==> src/design/tpjq_pkg.sv <==
// Shared constants, codes and types for the two-priority job queue.
// Used by the controller, the datapath, the top level and the checker.
package tpjq_pkg;

   localparam int QUEUE_DEPTH = 16;
   localparam int IDX_W       = (QUEUE_DEPTH > 1) ? $clog2(QUEUE_DEPTH) : 1;
   localparam int CNT_W       = $clog2(QUEUE_DEPTH + 1);

   localparam int ID_W        = 16;
   localparam int PAGE_W      = 16;
   localparam int PRIO_W      = 2;
   localparam int FUNC_W      = 3;
   localparam int REQ_TDATA_W = 40;
   localparam int RSP_TDATA_W = 40;

   localparam logic [FUNC_W-1:0] FUNC_ADD      = 3'd0;
   localparam logic [FUNC_W-1:0] FUNC_CANCEL   = 3'd1;
   localparam logic [FUNC_W-1:0] FUNC_PROCESS  = 3'd2;
   localparam logic [FUNC_W-1:0] FUNC_LIST_FWD = 3'd3;
   localparam logic [FUNC_W-1:0] FUNC_LIST_REV = 3'd4;

   localparam logic [PRIO_W-1:0] PRIO_NORMAL = 2'd0;
   localparam logic [PRIO_W-1:0] PRIO_URGENT = 2'd1;

   typedef struct packed {
      logic [ID_W-1:0]   id;
      logic [PAGE_W-1:0] pages;
      logic              urgent;
   } slot_type;

   typedef enum logic [2:0] {
      ST_IDLE,
      ST_DECODE,
      ST_SCAN,
      ST_EMPTY,
      ST_REMOVE,
      ST_INSERT,
      ST_LIST
   } state_type;

   typedef struct packed {
      logic latch_req;
      logic scan_clear;
      logic scan_tail;
      logic scan_inc;
      logic scan_dec;
      logic load_empty;
      logic load_slot;
      logic out_last;
      logic insert;
      logic remove;
   } dp_cmd_type;

   typedef struct packed {
      logic [FUNC_W-1:0] func;
      logic              prio_bad;
      logic              occ_zero;
      logic              occ_full;
      logic              scan_end;
      logic              id_match;
      logic              list_last;
      logic              out_busy;
   } dp_stat_type;

endpackage

==> src/design/tpjq_dpath.sv <==
// Datapath of the job queue: request register, slot array, scan pointer,
// occupancy count and result register. Depends on tpjq_pkg.
module tpjq_dpath (
   input  logic                             clock,
   input  logic                             reset,
   input  logic [tpjq_pkg::REQ_TDATA_W-1:0] req_tdata,
   input  logic [tpjq_pkg::FUNC_W-1:0]      req_tuser,
   input  tpjq_pkg::dp_cmd_type             cmd,
   output tpjq_pkg::dp_stat_type            stat,
   output logic                             rsp_tvalid,
   input  logic                             rsp_tready,
   output logic [tpjq_pkg::RSP_TDATA_W-1:0] rsp_tdata,
   output logic [0:0]                       rsp_tuser,
   output logic                             rsp_tlast
);

   logic [tpjq_pkg::ID_W-1:0]   req_id_ff;
   logic [tpjq_pkg::PAGE_W-1:0] req_pages_ff;
   logic [tpjq_pkg::PRIO_W-1:0] req_prio_ff;
   logic [tpjq_pkg::FUNC_W-1:0] req_func_ff;

   logic [tpjq_pkg::CNT_W-1:0]  occ_ff, occ_in;
   logic [tpjq_pkg::CNT_W-1:0]  scan_ff, scan_in;

   tpjq_pkg::slot_type slots_ff   [tpjq_pkg::QUEUE_DEPTH];
   tpjq_pkg::slot_type slots_in   [tpjq_pkg::QUEUE_DEPTH];
   tpjq_pkg::slot_type prev_slot  [tpjq_pkg::QUEUE_DEPTH];
   tpjq_pkg::slot_type next_slot  [tpjq_pkg::QUEUE_DEPTH];
   tpjq_pkg::slot_type new_slot;
   tpjq_pkg::slot_type cur_slot;

   logic                             rsp_valid_ff, rsp_valid_in;
   logic [tpjq_pkg::RSP_TDATA_W-1:0] rsp_data_ff, rsp_data_in;
   logic                             rsp_has_ff, rsp_has_in;
   logic                             rsp_last_ff, rsp_last_in;

   always_ff @(posedge clock) begin
      if (cmd.latch_req) begin
         req_id_ff    <= req_tdata[15:0];
         req_pages_ff <= req_tdata[31:16];
         req_prio_ff  <= req_tdata[33:32];
         req_func_ff  <= req_tuser;
      end
   end

   assign new_slot.id     = req_id_ff;
   assign new_slot.pages  = req_pages_ff;
   assign new_slot.urgent = (req_prio_ff == tpjq_pkg::PRIO_URGENT);
   assign cur_slot        = slots_ff[scan_ff[tpjq_pkg::IDX_W-1:0]];

   for (genvar i = 0; i < tpjq_pkg::QUEUE_DEPTH; i++) begin : g_slot
      localparam logic [tpjq_pkg::CNT_W-1:0] SLOT_IDX = tpjq_pkg::CNT_W'(i);

      if (i == 0) begin : g_first
         assign prev_slot[i] = new_slot;
      end else begin : g_prev
         assign prev_slot[i] = slots_ff[i-1];
      end

      if (i == tpjq_pkg::QUEUE_DEPTH - 1) begin : g_final
         assign next_slot[i] = slots_ff[i];
      end else begin : g_next
         assign next_slot[i] = slots_ff[i+1];
      end

      always_comb begin
         slots_in[i] = slots_ff[i];
         if (cmd.insert && new_slot.urgent) begin
            slots_in[i] = prev_slot[i];
         end else if (cmd.insert && (occ_ff == SLOT_IDX)) begin
            slots_in[i] = new_slot;
         end else if (cmd.remove && (SLOT_IDX >= scan_ff)) begin
            slots_in[i] = next_slot[i];
         end
      end

      always_ff @(posedge clock) begin
         slots_ff[i] <= slots_in[i];
      end
   end

   always_comb begin
      occ_in = occ_ff;
      if (cmd.insert) begin
         occ_in = occ_ff + 1'b1;
      end else if (cmd.remove) begin
         occ_in = occ_ff - 1'b1;
      end
   end

   always_comb begin
      scan_in = scan_ff;
      if (cmd.scan_clear) begin
         scan_in = '0;
      end else if (cmd.scan_tail) begin
         scan_in = occ_ff - 1'b1;
      end else if (cmd.scan_inc) begin
         scan_in = scan_ff + 1'b1;
      end else if (cmd.scan_dec) begin
         scan_in = scan_ff - 1'b1;
      end
   end

   always_comb begin
      rsp_valid_in = rsp_valid_ff & ~rsp_tready;
      rsp_data_in  = rsp_data_ff;
      rsp_has_in   = rsp_has_ff;
      rsp_last_in  = rsp_last_ff;
      if (cmd.load_empty) begin
         rsp_valid_in = 1'b1;
         rsp_data_in  = '0;
         rsp_has_in   = 1'b0;
         rsp_last_in  = 1'b1;
      end else if (cmd.load_slot) begin
         rsp_valid_in = 1'b1;
         rsp_data_in  = {7'd0, cur_slot.urgent, cur_slot.pages, cur_slot.id};
         rsp_has_in   = 1'b1;
         rsp_last_in  = cmd.out_last;
      end
   end

   always_ff @(posedge clock) begin
      if (reset) begin
         occ_ff       <= '0;
         rsp_valid_ff <= 1'b0;
      end else begin
         occ_ff       <= occ_in;
         rsp_valid_ff <= rsp_valid_in;
      end
   end

   always_ff @(posedge clock) begin
      scan_ff     <= scan_in;
      rsp_data_ff <= rsp_data_in;
      rsp_has_ff  <= rsp_has_in;
      rsp_last_ff <= rsp_last_in;
   end

   assign stat.func      = req_func_ff;
   assign stat.prio_bad  = (req_prio_ff > tpjq_pkg::PRIO_URGENT);
   assign stat.occ_zero  = (occ_ff == '0);
   assign stat.occ_full  = (occ_ff == tpjq_pkg::CNT_W'(tpjq_pkg::QUEUE_DEPTH));
   assign stat.scan_end  = (scan_ff == occ_ff);
   assign stat.id_match  = (cur_slot.id == req_id_ff);
   assign stat.list_last = (req_func_ff == tpjq_pkg::FUNC_LIST_REV) ? (scan_ff == '0)
                                                                     : (scan_ff == occ_ff - 1'b1);
   assign stat.out_busy  = rsp_valid_ff & ~rsp_tready;

   assign rsp_tvalid   = rsp_valid_ff;
   assign rsp_tdata    = rsp_data_ff;
   assign rsp_tuser[0] = rsp_has_ff;
   assign rsp_tlast    = rsp_last_ff;

endmodule

==> src/design/tpjq_ctrl.sv <==
// Controller state machine of the job queue: sequences decode, search,
// insert, remove and listing. Depends on tpjq_pkg.
module tpjq_ctrl (
   input  logic                  clock,
   input  logic                  reset,
   input  logic                  req_tvalid,
   output logic                  req_tready,
   input  tpjq_pkg::dp_stat_type stat,
   output tpjq_pkg::dp_cmd_type  cmd
);

   tpjq_pkg::state_type state_ff, state_in;

   always_ff @(posedge clock) begin
      if (reset) begin
         state_ff <= tpjq_pkg::ST_IDLE;
      end else begin
         state_ff <= state_in;
      end
   end

   always_comb begin
      state_in   = state_ff;
      cmd        = '0;
      req_tready = 1'b0;
      unique case (state_ff)
         tpjq_pkg::ST_IDLE: begin
            req_tready    = 1'b1;
            cmd.latch_req = req_tvalid;
            if (req_tvalid) begin
               state_in = tpjq_pkg::ST_DECODE;
            end
         end
         tpjq_pkg::ST_DECODE: begin
            priority case (stat.func)
               tpjq_pkg::FUNC_ADD: begin
                  if (stat.prio_bad) begin
                     state_in = tpjq_pkg::ST_EMPTY;
                  end else begin
                     cmd.scan_clear = 1'b1;
                     state_in       = tpjq_pkg::ST_SCAN;
                  end
               end
               tpjq_pkg::FUNC_CANCEL: begin
                  cmd.scan_clear = 1'b1;
                  state_in       = tpjq_pkg::ST_SCAN;
               end
               tpjq_pkg::FUNC_PROCESS: begin
                  cmd.scan_clear = 1'b1;
                  state_in = stat.occ_zero ? tpjq_pkg::ST_EMPTY : tpjq_pkg::ST_REMOVE;
               end
               tpjq_pkg::FUNC_LIST_FWD: begin
                  cmd.scan_clear = 1'b1;
                  state_in = stat.occ_zero ? tpjq_pkg::ST_EMPTY : tpjq_pkg::ST_LIST;
               end
               tpjq_pkg::FUNC_LIST_REV: begin
                  cmd.scan_tail = 1'b1;
                  state_in = stat.occ_zero ? tpjq_pkg::ST_EMPTY : tpjq_pkg::ST_LIST;
               end
               default: begin
                  state_in = tpjq_pkg::ST_EMPTY;
               end
            endcase
         end
         tpjq_pkg::ST_SCAN: begin
            if (stat.scan_end) begin
               if ((stat.func == tpjq_pkg::FUNC_ADD) && !stat.occ_full) begin
                  state_in = tpjq_pkg::ST_INSERT;
               end else begin
                  state_in = tpjq_pkg::ST_EMPTY;
               end
            end else if (stat.id_match) begin
               if (stat.func == tpjq_pkg::FUNC_ADD) begin
                  state_in = tpjq_pkg::ST_EMPTY;
               end else begin
                  state_in = tpjq_pkg::ST_REMOVE;
               end
            end else begin
               cmd.scan_inc = 1'b1;
            end
         end
         tpjq_pkg::ST_EMPTY: begin
            if (!stat.out_busy) begin
               cmd.load_empty = 1'b1;
               state_in       = tpjq_pkg::ST_IDLE;
            end
         end
         tpjq_pkg::ST_REMOVE: begin
            if (!stat.out_busy) begin
               cmd.load_slot = 1'b1;
               cmd.out_last  = 1'b1;
               cmd.remove    = 1'b1;
               state_in      = tpjq_pkg::ST_IDLE;
            end
         end
         tpjq_pkg::ST_INSERT: begin
            cmd.insert = 1'b1;
            state_in   = tpjq_pkg::ST_IDLE;
         end
         tpjq_pkg::ST_LIST: begin
            if (!stat.out_busy) begin
               cmd.load_slot = 1'b1;
               cmd.out_last  = stat.list_last;
               if (stat.list_last) begin
                  state_in = tpjq_pkg::ST_IDLE;
               end else if (stat.func == tpjq_pkg::FUNC_LIST_REV) begin
                  cmd.scan_dec = 1'b1;
               end else begin
                  cmd.scan_inc = 1'b1;
               end
            end
         end
         default: begin
            state_in = tpjq_pkg::ST_IDLE;
         end
      endcase
   end

endmodule

==> src/design/two_priority_job_queue_top.sv <==
// Each item is latched in idle and decoded; add and cancel then search the queue, one compare per cycle.
// A cancel, duplicate or full add stops its search at the match or at the end and gives its result;
// process, list and other items go straight to their result, lists then one result per cycle
// unless the result output stalls. One item is handled at a time.
// Reset (synchronous, active high) empties the queue and the result register.
// Top level of the job queue: joins the controller and the datapath; uses tpjq_pkg.
module two_priority_job_queue_top (
   input  logic                             clock,
   input  logic                             reset,
   input  logic                             req_tvalid,
   output logic                             req_tready,
   // job_id [15:0], page_count [31:16], priority_req [33:32], zero [39:34]
   input  logic [tpjq_pkg::REQ_TDATA_W-1:0] req_tdata,
   // func [2:0]
   input  logic [tpjq_pkg::FUNC_W-1:0]      req_tuser,
   output logic                             rsp_tvalid,
   input  logic                             rsp_tready,
   // out_job_id [15:0], out_page_count [31:16], out_urgent [32], zero [39:33]
   output logic [tpjq_pkg::RSP_TDATA_W-1:0] rsp_tdata,
   // has_job [0]
   output logic [0:0]                       rsp_tuser,
   output logic                             rsp_tlast
);

   tpjq_pkg::dp_cmd_type  cmd;
   tpjq_pkg::dp_stat_type stat;

   tpjq_ctrl u_ctrl (
      .clock      (clock),
      .reset      (reset),
      .req_tvalid (req_tvalid),
      .req_tready (req_tready),
      .stat       (stat),
      .cmd        (cmd)
   );

   tpjq_dpath u_dpath (
      .clock      (clock),
      .reset      (reset),
      .req_tdata  (req_tdata),
      .req_tuser  (req_tuser),
      .cmd        (cmd),
      .stat       (stat),
      .rsp_tvalid (rsp_tvalid),
      .rsp_tready (rsp_tready),
      .rsp_tdata  (rsp_tdata),
      .rsp_tuser  (rsp_tuser),
      .rsp_tlast  (rsp_tlast)
   );

endmodule

==> config.mk <==
export PLATFORM = sky130hd
export DESIGN_NAME = two_priority_job_queue_top
export DESIGN_NICKNAME = d
export VERILOG_FILES = /design/src/design/tpjq_pkg.sv /design/src/design/tpjq_dpath.sv /design/src/design/tpjq_ctrl.sv /design/src/design/two_priority_job_queue_top.sv
export SDC_FILE = /design/constraint.sdc
export NUM_CORES = 1
export LEC_CHECK = 0
export BUFFER_PORTS_ARGS = -buffer_cell sky130_fd_sc_hd__buf_2
export CAP_MARGIN = 5
export CORE_ASPECT_RATIO = 1.1
export CORE_UTILIZATION = 41
export CTS_CLUSTER_DIAMETER = 120
export DETAILED_ROUTE_END_ITERATION = 6
export GPL_TIMING_DRIVEN = 0
export MAX_ROUTING_LAYER = met4
export PLACE_DENSITY = 0.62
export SYNTH_ARGS = -nofsm -noshare
export SYNTH_HDL_FRONTEND = slang
export SYNTH_HIERARCHICAL = 1
export SYNTH_SLANG_ARGS = --single-unit
==> constraint.sdc <==
create_clock -name clock -period 7.2 [get_ports clock]
set_clock_uncertainty 0.2 [all_clocks]
set_input_delay 1.08 -clock clock [delete_from_list [all_inputs] [get_ports clock]]
set_output_delay 1.08 -clock clock [all_outputs]
set_load 0.1 [all_outputs]
==> Yosys cells after proc, flatten, opt, wreduce, memory -nomap -nowiden <==
Memory sizes are Yosys's and may differ from the RTL's. A register that Yosys moved wholly into a read port is not among the register bits.
Cells that the tools add are included.
{ "classes": {"addsub": 4, "magnitude_cmp": 16, "n_eq_ne": 35, "muxes": 90, "bitwise_logic": 2, "reduce_logical": 44} }
{ "ops": {"columns": ["operator", "count"], "rows": [
  ["33-bit two-way mux", 47],
  ["5-bit by 4-bit equality test with 1-bit output, second input constant", 8],
  ["4-bit by 5-bit greater-or-equal comparator with 1-bit output, first input constant", 7],
  ["1-bit logical AND", 33],
  ["3-bit two-way mux", 10],
  ["5-bit two-way mux", 5],
  ["5-bit by 3-bit equality test with 1-bit output, second input constant", 4],
  ["3-bit by 5-bit greater-or-equal comparator with 1-bit output, first input constant", 4],
  ["16-bit equality test", 1],
  ["1-bit two-way mux", 16],
  ["3-bit case mux with 5 select lines", 1],
  ["3-bit by 2-bit equality test with 1-bit output, second input constant", 4],
  ["3-bit equality test, second input constant", 4],
  ["3-bit case mux with 4 select lines", 1],
  ["5-bit by 1-bit adder with 5-bit output, second input constant", 2],
  ["5-bit by 2-bit equality test with 1-bit output, second input constant", 2],
  ["5-bit equality test", 2],
  ["1-bit by 5-bit greater-or-equal comparator with 1-bit output, first input constant", 2],
  ["2-bit by 5-bit greater-or-equal comparator with 1-bit output, first input constant", 2],
  ["5-bit logical NOT", 2],
  ["2-bit two-way mux", 5],
  ["5-bit by 1-bit subtractor with 5-bit output, second input constant", 2],
  ["4-bit two-way mux", 2],
  ["3-bit by 1-bit equality test with 1-bit output, second input constant", 2],
  ["other kinds (18)", 23]
]} }
{ "totals": {"reg_bits": 86, "ram_bits": 528, "output_inout_bits": 44, "memories": 1} }
{ "memory_table": {"columns": ["memory", "depth", "width", "rd", "rd_ports_with_merged_regs", "wr", "line", "rtl"], "rows": [
  ["u_dpath.slots_ff", 16, 33, 17, 1, 16, "tpjq_dpath.sv:25", "tpjq_pkg::slot_type slots_ff [tpjq_pkg::QUEUE_DEPTH];"]
]} }

==> Longest topological paths before layout <==
{ "depth": {"word_depth": 11, "depth_mapped": 20} }

==> Hierarchy <==
Netlist, hierarchy kept.
{ "by_module_without_submodules": {"columns": ["mod", "instances", "cells_per_inst", "area_per_inst_um2", "seq_area_each_um2"], "rows": [
  ["tpjq_dpath", 1, 3109, 34399.2, 17967.2],
  ["tpjq_ctrl", 1, 59, 396.6, 60.1]
]} }

==> Least setup slack after synthesis <==
Ideal clock, no wire load.
{ "synth_timing": {"path_kind": "input to register", "start": "in rsp_tready", "end": "mem u_dpath/slots_ff[0][0] (netlist name), enable pin", "arrival_ps": 5022, "required_ps": 6531, "slack_ps": 1509, "stages": 8, "n_path_buf": 1, "cell_sequence": "nor2b_1 -> nand2b_1 -> nor3_1 -> nor2b_1 -> clkbuf_1 -> nand2b_1 -> or2_2 -> o21ai_0"} }
{ "synth_rtl": {"columns": ["item", "line", "rtl"], "rows": [
  ["from (decl)", "two_priority_job_queue_top.sv:17", "input logic rsp_tready,"],
  ["to (decl)", "tpjq_dpath.sv:25", null]
]} }

==> flow_summary.json <==
{
  "outcome": "complete, but fails checks",
  "violations": "DRC",
  "synth_area_leaders": "edfxtp_1 49%, mux2i_1 14%, o21ai_0 6.8%",
  "yosys.area_share.simple": 0.103,
  "path_class": "reg2reg",
  "cp.required_ps": 7330,
  "drc_errors": 1,
  "grt_remaining_overflow": 0,
  "area_growth_pct": 12.8,
  "p_leak_nw": 15.1,
  "post_cts_buffers": 0,
  "rr_startpoint": "u_ctrl/state_ff[0]$_SDFFE_PP0P_",
  "worst_pin_slew_ps": 1400,
  "start_util": 0.415,
  "start_kind": "flop",
  "setup_viol": 0,
  "synthXorXnorAreaFrac": 0.00503,
  "post-place-ws_ps": 1900,
  "clockBufferDepth": 3,
  "fill_cells": 7797,
  "die_height_um": 308,
  "cts_made_buffers": 68,
  "num_rows": 111,
  "via_per_inst": 6.33,
  "synth_warnings": 6,
  "cp.arrival_ps": 5680,
  "ys.flop_type": "edfxtp_1",
  "p_int_mw": 7.57,
  "placed_cell_area_um2": 37100,
  "syn_inst": 3168,
  "cts_tree": "built",
  "hold_buffers": 0,
  "nets": 3402,
  "ys_seq_area_frac": 0.518,
  "clk_pin_slew_ps": 60,
  "fmax_mhz": 180,
  "p_per_area_nw_per_um2": 310,
  "wl_per_cell_um": 30.4,
  "synth.avg_cell_area_um2": 11.0,
  "critPathCaptureType": "flop",
  "worst_hold_startpoint": "u_dpath/rsp_tdata[9]$_SDFFE_PP0P_",
  "numPortBuffers": 77,
  "comb_power_share": 0.334,
  "synth_top_family_by_area": "multiplexers",
  "async_reset_ff_frac": 0,
  "yosysTopAreaCellShare": 0.488,
  "gr-usage-all-layers": 0.326,
  "grt_max_degree": 34,
  "fin_crit_sh": 0.771,
  "min_path_type": "reg2reg",
  "postLayoutCellArea_um2": 39300,
  "die_w_um": 280,
  "ctsResizeCount": 0,
  "drv_slew": 0,
  "grt_pass1_vias": 26922,
  "synth_fa_ha_area_frac": 0.00324,
  "final_util": 0.469,
  "cts-root-buf": "clkbuf_16",
  "ant_nets": 0,
  "drt_iter0_drc": 4866,
  "antenna_found_initial": 4,
  "fp.coreArea_um2": 83700,
  "clock_power_share": 0.289,
  "dp_hpwl_um": 104000,
  "p_sw_frac": 0.379,
  "cp-startpoint": "u_ctrl/state_ff[0]$_SDFFE_PP0P_",
  "relSlewSlack": 0.0645,
  "peakVddDrop_uv": 200,
  "ys_ff_latch": 618,
  "rsz0062_at_grt": "no",
  "fin_crit_ps": 5550,
  "htreeDepth": 3,
  "die_area_um2": 86000,
  "yosys.area.top_type": "edfxtp_1",
  "cts_sinks": 618,
  "finalWorstSetupSlack_ps": 1650,
  "synthMuxAreaShare": 0.223,
  "drv_cap": 0,
  "dr.pass1.iters": 7,
  "synth_area_um2": 34800,
  "drive_gt1_frac": 0.120,
  "synth_compound_area_frac": 0.108,
  "holdWs_ps": 271,
  "io_pins": 91,
  "synth_cell_types": 73,
  "grt_first_pass_wirelength_um": 195000,
  "gp_congestion": 1.05,
  "clock_latency_ps": 640,
  "crit_path_max_fanout": 18,
  "synth-edff-count": 565,
  "wirelength_um": 138000,
  "p_seq_frac": 0.377,
  "finalPower_mw": 12.2,
  "dr_total_vias": 28665,
  "switching_power_mw": 4.61,
  "hold_viol_final": 0
}
-- Yosys cell counts (10+ instances only) --
master,number
nand2_1,626
o21ai_0,475
dfxtp_1,53
a22oi_1,43
o22ai_1,11
nor3_1,24
nor2_1,156
mux2i_1,473
buf_2,12
xnor2_1,11
edfxtp_1,565
clkbuf_1,210
buf_1,38
mux2_2,39
buf_6,10
mux4_2,105
buf_4,16
nand3_1,28
a21oi_1,114
inv_1,17
-- metal layers --
layer / GRT usage / wire [µm] / vias up
met2: 0.468 / 58800 / 2272
li1: - / - / 12003
met1: 0.438 / 53200 / 14012
met3: 0.0773 / 18900 / 378
met5: - / 0 / -
met4: 0.140 / 6950 / 0
-- path summary, 6_finish.rpt --
kind         depth (start not counted)                                 to  slack, ps
min                                  2  u_dpath/rsp_tdata[9]$_SDFFE_PP0P_        270
max                                 12  u_dpath/slots_ff[13][3]$_DFFE_PP_       1650
min reg2reg                          2  u_dpath/rsp_tdata[9]$_SDFFE_PP0P_        270
max reg2reg                         12  u_dpath/slots_ff[13][3]$_DFFE_PP_       1650
-- layout by cell type (no fill, tap or decap), drive strengths merged, types with 11 or more instances in the layout --
cell type  count
mux4         113
nor3          24
mux2          39
edfxtp       565
a22oi         44
nand2        627
dfxtp         53
a21oi        115
nand3         28
clkinv        25
xnor2         11
mux2i        473
buf          181
nor2         156
o22ai         11
inv           22
o21ai        475
clkbuf       308
-- final cells by class --
cell class	instances	area, µm²	area share
multi-input combinational	2241	15500	0.394
inverter	24	90.1	0.00229
tap	1130	1410	0.0360
buffer	291	1300	0.0332
clock inverter	27	250	0.00637
antenna	2	5.00	0.000127
timing repair buffer	102	800	0.0204
clock buffer	97	1910	0.0488
sequential	618	18000	0.459
-- power by group through the flow --
| stage | clock (mW) | sequential (mW) | combinational, mW |
|---|---|---|---|
| 3_3_place_gp | 0 | 4.66 | 3.85 |
| 2_1_floorplan | 0 | 5.09 | 2.11 |
| 5_1_grt | 3.66 | 4.61 | 4.17 |
| 3_5_place_dp | 0 | 4.64 | 3.92 |
| 4_1_cts | 3.54 | 4.57 | 3.93 |
| 6_report | 3.52 | 4.59 | 4.07 |
-- stage by stage --
stage	instances	setup TNS, ps
2_1_floorplan	3174	0
5_1_grt	4532	0
3_5_place_dp	4406	0
6_report	4532	0
3_3_place_gp	4381	-60390
4_1_cts	4530	0
-- cell families (layout without fill, tap and decap cells) --
kind of cell	after synthesis	after routing
simple gates	889	889
flops	618	618
xor+xnor	20	20
buf+inv	315	541
fa+ha+maj	9	9
mux	625	625
compound gates	691	691
other cells	1	9
-- flip-flops by register name (all words and copies together), names as in the netlist, 3 cells and up, named ones only --
name                  cells
u_dpath/occ_ff            5
u_dpath/rsp_tdata        33
u_dpath/scan_ff           5
u_dpath/slots_ff        528
u_dpath/req_func_ff       3
u_dpath/req_pages_ff     16
u_dpath/req_id_ff        16
u_ctrl/state_ff           3
-- worst max-delay path, cell delays in order (launching register included) --
cell	delay [ps]
dfxtp_1	360
clkbuf_1	340
nand2_1	190
nor2_1	210
clkbuf_1	280
and2_1	170
clkbuf_1	500
clkbuf_1	670
clkbuf_1	660
clkbuf_1	610
a21oi_1	240
nand2_2	530
buf_16	250
Power figures use the tool's default switching activity.
